==> src/design/im2col_pkg.sv <==
`default_nettype none

package im2col_pkg;

	// default store dimensions
	localparam int DEF_MAX_CHANNELS = 16;
	localparam int DEF_MAX_HEIGHT   = 64;
	localparam int DEF_MAX_WIDTH    = 64;
	localparam int DEF_MAX_KERNEL   = 16;

	// largest stride the walk honors
	localparam int STRIDE_MAX = 16;

	// field and counter widths
	localparam int PIXEL_W  = 32;
	localparam int CH_W     = 4;
	localparam int POS_W    = 6;
	localparam int SIZE_W   = 7;
	localparam int KSIZE_W  = 5;
	localparam int PAD_W    = 4;
	localparam int STEP_W   = 5;
	localparam int KCNT_W   = 5;
	localparam int OCNT_W   = 8;
	localparam int SRC_W    = 9;
	localparam int CFG_IDX_W  = 3;
	localparam int CFG_DATA_W = 7;

	// request codes
	localparam logic CMD_LOAD = 1'b0;
	localparam logic CMD_GEN  = 1'b1;

	typedef enum logic [CFG_IDX_W-1:0] {
		CFG_IN_HEIGHT     = 3'd0,
		CFG_IN_WIDTH      = 3'd1,
		CFG_KERNEL_HEIGHT = 3'd2,
		CFG_KERNEL_WIDTH  = 3'd3,
		CFG_PAD_ROWS      = 3'd4,
		CFG_PAD_COLS      = 3'd5,
		CFG_STRIDE_ROWS   = 3'd6,
		CFG_STRIDE_COLS   = 3'd7
	} cfg_reg_t;

	typedef struct packed {
		logic              cmd;
		logic [CH_W-1:0]    channel;
		logic [POS_W-1:0]   pixel_row;
		logic [POS_W-1:0]   pixel_col;
		logic [PIXEL_W-1:0] pixel_value;
	} req_t;

	typedef struct packed {
		logic [PIXEL_W-1:0] col_value;
		logic               block_last;
		logic               config_error;
	} result_t;

	// controller to datapath
	typedef struct packed {
		logic capture;
		logic write;
		logic calc;
		logic read;
	} dp_cmd_t;

	// datapath to controller
	typedef struct packed {
		logic cfg_err;
	} dp_status_t;

endpackage

`default_nettype wire

==> src/design/im2col_ctrl.sv <==
`default_nettype none

module im2col_ctrl (
	input  wire logic                   clk,
	input  wire logic                   arst_n,
	input  wire logic                   start,
	input  wire logic                   req_cmd,
	input  wire im2col_pkg::dp_status_t status,
	output im2col_pkg::dp_cmd_t         cmd,
	output logic                        busy,
	output logic                        done
);

	typedef enum logic [4:0] {
		ST_IDLE  = 5'b00001,
		ST_WRITE = 5'b00010,
		ST_CALC  = 5'b00100,
		ST_READ  = 5'b01000,
		ST_EMIT  = 5'b10000
	} state_t;

	state_t state_q;
	state_t state_d;

	always_comb begin
		state_d = state_q;
		unique case (state_q)
			ST_IDLE: begin
				if (start) begin
					state_d = (req_cmd == im2col_pkg::CMD_GEN) ? ST_CALC : ST_WRITE;
				end
			end
			ST_WRITE: state_d = ST_IDLE;
			ST_CALC:  state_d = status.cfg_err ? ST_EMIT : ST_READ;
			ST_READ:  state_d = ST_EMIT;
			ST_EMIT:  state_d = ST_IDLE;
			default:  state_d = ST_IDLE;
		endcase
	end

	always_ff @(posedge clk or negedge arst_n) begin
		if (!arst_n) begin
			state_q <= ST_IDLE;
		end else begin
			state_q <= state_d;
		end
	end

	assign cmd.capture = (state_q == ST_IDLE) && start;
	assign cmd.write   = (state_q == ST_WRITE);
	assign cmd.calc    = (state_q == ST_CALC);
	assign cmd.read    = (state_q == ST_READ);
	assign busy        = (state_q != ST_IDLE);
	assign done        = (state_q == ST_EMIT);

endmodule

`default_nettype wire

==> config.mk <==
export PLATFORM = sky130hd
export DESIGN_NAME = im2col_ctrl
export DESIGN_NICKNAME = d
export VERILOG_FILES = /design/src/design/im2col_pkg.sv /design/src/design/im2col_ctrl.sv
export SDC_FILE = /design/constraint.sdc
export NUM_CORES = 1
export LEC_CHECK = 0
export BUFFER_PORTS_ARGS = -buffer_cell sky130_fd_sc_hd__buf_2
export CELL_PAD_IN_SITES_DETAIL_PLACEMENT = 0
export CELL_PAD_IN_SITES_GLOBAL_PLACEMENT = 1
export CORE_AREA = 2 2 39 41
export DETAILED_ROUTE_END_ITERATION = 12
export DIE_AREA = 0 0 41 43
export PLACE_DENSITY_LB_ADDON = 0.1
export SYNTH_ARGS = -nofsm -noshare
export SYNTH_HDL_FRONTEND = slang
export SYNTH_SLANG_ARGS = --single-unit
==> constraint.sdc <==
create_clock -name clk -period 1.4 [get_ports clk]
set_clock_uncertainty 0.05 [all_clocks]
set_input_delay 0.28 -clock clk [delete_from_list [all_inputs] [get_ports clk]]
set_output_delay 0.28 -clock clk [all_outputs]
set_load 0.005 [all_outputs]
==> flow_metrics.py <==
metrics = {
    "critical_path": {
        "cp_max_fo": 3,
        "r2r.worst_path.cells": 4,
        "slowest_delay_ns": 0.41,
        "worstSetupPathType": "flip-flop to output pin",
        "cp_data_arrival_time_ns": 1.49,
        "endpoint_kind": "output pin",
        "r2r-start": "state_q[3]",
        "rrSetupSlack_ns": -0.01,
        "crit_path_end": "cmd[3]",
        "path_buf_inv": 1,
        "crit_cells": 4,
        "required_ns": 1.07,
        "worstSetupStartpointType": "flip-flop",
        "r2r-end": "state_q[1]",
        "cp_cell_sequence": "or3_4, nor3b_4, and2_1, buf_2",
        "crit_path_top_delay_cell": "or3_4",
        "critPathTopFamily": "simple AND/OR/NAND/NOR gates",
        "critPathLaunch": "state_q[3]",
    },
    "cts": {
        "cts.clk_slew.worst_paths_ns": 0.04,
        "cts_sinks": 5,
        "cts_buffers": 3,
        "cts_max_level": 1,
        "cts_tree": "yes",
        "clockRootBuffer": "clkbuf_4",
        "clock_latency_ns": 0.24,
        "clockBufferDepth": 2,
    },
    "route": {
        "routed_wl_um": 731,
        "dr.pass1.iters": 2,
        "drc": 0,
        "routed-via-count": 299,
        "drt_first_iter_violations": 1,
        "final_antenna_net_count": 0,
        "viasPerCell": 4.397,
        "routedWlPerCell_um": 10.75,
    },
    "synthesis": {
        "netlist_instances": 29,
        "syn-num-nets": 34,
        "ys_warn_count": 0,
        "ys_ff_latch": 5,
        "netlist-cell-type-count": 20,
        "ys_seq_area_share_pct": 44.89,
        "synth_area_um2": 281.5,
        "syn_area_per_cell_um2": 9.708,
    },
    "sta": {
        "worst_slew_pin_slew_ns": 0.2165,
        "relSlewSlack_pct": 85.36,
        "setup_viol_count_final": 8,
        "fin_crit_sh_pct": 130.3,
        "max_freq_ghz": 0.5482,
        "grt_setup_unrepaired": "yes",
        "finalWorstSetupSlack_ns": -0.4243,
        "hold_violations": 0,
        "slew_viol_final": 0,
        "post-route-min-period_ns": 1.824,
    },
    "final_layout": {
        "largest_register_ffs": 5,
        "ff_latch_area_um2": 127.6,
        "regMostFlops": "state_q",
        "area_growth_pct": 74.22,
        "final_cell_area_um2": 490.5,
        "multi_input_area_um2": 188.9,
        "layout_top_registers": "state_q: 5 flops",
        "num_antenna_cells": 0,
        "num-nets-final": 58,
        "layout-drive-gt1-share_pct": 59.62,
        "n_fill_cell": 163,
    },
    "power_and_ir_drop": {
        "power.leakage_nw": 0.2462,
        "ir_drop_mv": 0.5237,
        "finalPower_uw": 558.3,
        "powerDensity_mw_per_mm2": 1138,
    },
    "die": {
        "die_x_um": 41,
        "io_pins": 11,
        "die_area_mm2": 0.001763,
        "start_util_pct": 20.34,
        "die_height_um": 43,
        "core_area_mm2": 0.001384,
        "placementRows": 14,
    },
    "grt": {
        "grt_first_pass_wirelength_um": 1048,
        "first_global_vias": 288,
        "antenna_found_initial": 0,
        "grt_start_max_net_pins": 8,
        "grt_usage_pct": 9.403,
        "grt_overflow_total": 0,
    },
    "status": {
        "status": "finished, violations left",
        "violations": "setup timing",
    },
    "place": {
        "placed_cell_area_um2": 389.1,
        "gp_congestion": 0.6405,
        "post-dp-hpwl_um": 505.9,
        "portBuffers": 10,
    },
    "run": {
        "maxCapViolCount": 0,
    },
    "worst_hold_path": {
        "worstHoldPathType": "primary input to flip-flop",
    },
}
-- power breakdown --
group          internal [mW]  switching (mW)
clock network          0.108          0.0566
registers              0.167          0.0247
logic                  0.125          0.0768
-- cells in the mapped netlist --
| cell type | instances | area share, % |
|---|---|---|
| and3b_1 | 1 | 3.1 |
| nor3b_2 | 1 | 4.4 |
| nor3b_1 | 1 | 2.7 |
| nand2_1 | 1 | 1.3 |
| o21ai_0 | 1 | 1.8 |
| nor3_1 | 1 | 1.8 |
| and2b_1 | 1 | 2.7 |
| dfstp_2 | 1 | 9.3 |
| dfrtp_1 | 4 | 36 |
| inv_1 | 1 | 1.3 |
| and3_1 | 1 | 2.2 |
| nand3b_1 | 1 | 2.7 |
| nor2_1 | 3 | 4.0 |
| or3_4 | 1 | 4.0 |
| or3_1 | 1 | 2.2 |
| or2b_1 | 1 | 2.7 |
| nor2b_1 | 4 | 8.9 |
| nor4bb_1 | 1 | 3.6 |
| a21oi_1 | 2 | 3.6 |
| and2_1 | 1 | 2.2 |
-- logic make-up (layout without fill, tap and decap cells) --
kind of cell    after synthesis  after routing  synth area share, %
compound gates                3              3                5.332
buf+inv                       1             24                1.332
flops                         5              5                44.89
simple gates                 20             20                48.45
-- worst min-delay path by stage --
stage | startpoint | cells after the start | slack, ns | to
floorplan | arst_n | 0 | -0.07 | state_q[1]
CTS | status | 2 | 0.16 | state_q[3]
global placement | arst_n | 1 | 0.04 | state_q[3]
global route | status | 2 | 0.17 | state_q[3]
finish | status | 2 | 0.16 | state_q[3]
detailed placement | arst_n | 1 | 0.05 | state_q[3]
-- per-layer routing --
metal	share of wire, %	vias to the layer above	GRT usage (%)	wire (um)
li1	-	146	-	-
met1	35	148	9.539	257
met2	62	5	14.37	450
met3	3.1	0	1.571	23
met4	0	0	10.00	0
met5	0	-	0	0
-- per-stage QoR --
stage	hold slack [ns]	TNS (ns)	setup slack (ns)	util, %	cells
after CTS	0.1590	-1.821	-0.4216	33.27	67
after global routing	0.1685	-2.222	-0.4919	35.44	68
after global placement	0.04383	-0.2425	-0.1499	28.12	60
after detailed placement	0.04515	-0.2823	-0.1574	28.12	60
after floorplan	-0.06559	-0.06239	-0.06239	-	29
final	0.1645	-1.743	-0.4243	35.44	68
-- final cells by class --
| cell class | count | share of cell area [%] |
|---|---|---|
| Clock buffer | 4 | 5.357 |
| Sequential cell | 5 | 26.02 |
| Inverter | 1 | 0.7653 |
| Timing Repair Buffer | 19 | 25.26 |
| Tap cell | 16 | 4.082 |
| Multi-Input combinational cell | 23 | 38.52 |
-- worst register-to-register path, cell delays in order (launching register included) --
cell     delay [ns]
dfrtp_1        0.38
or3_4          0.41
nor3b_4        0.23
buf_4          0.14
and3b_1        0.14
-- placed cells by master, fill, tap and decap left out, drive strengths merged --
cell and count:
nand3b 1, and2 1, inv 1, or3 2, nor2 3, nand2 1
dfrtp 4, a21oi 2, clkbuf 4, dfstp 1, and3 1, dlygate4sd3 1
or2b 1, nor3b 2, and2b 1, nor2b 4, o21ai 1, nor4bb 1
and3b 1, nor3 1, buf 18
-- repair_timing --
action	in CTS	in global routing
hold buffers	1	0
buffers inserted	2	3
resized for setup	5	5
endpoints found under the setup margin	7	8
pin swaps	1	5
hold endpoints to repair	5	0
Power figures use the tool's default switching activity.
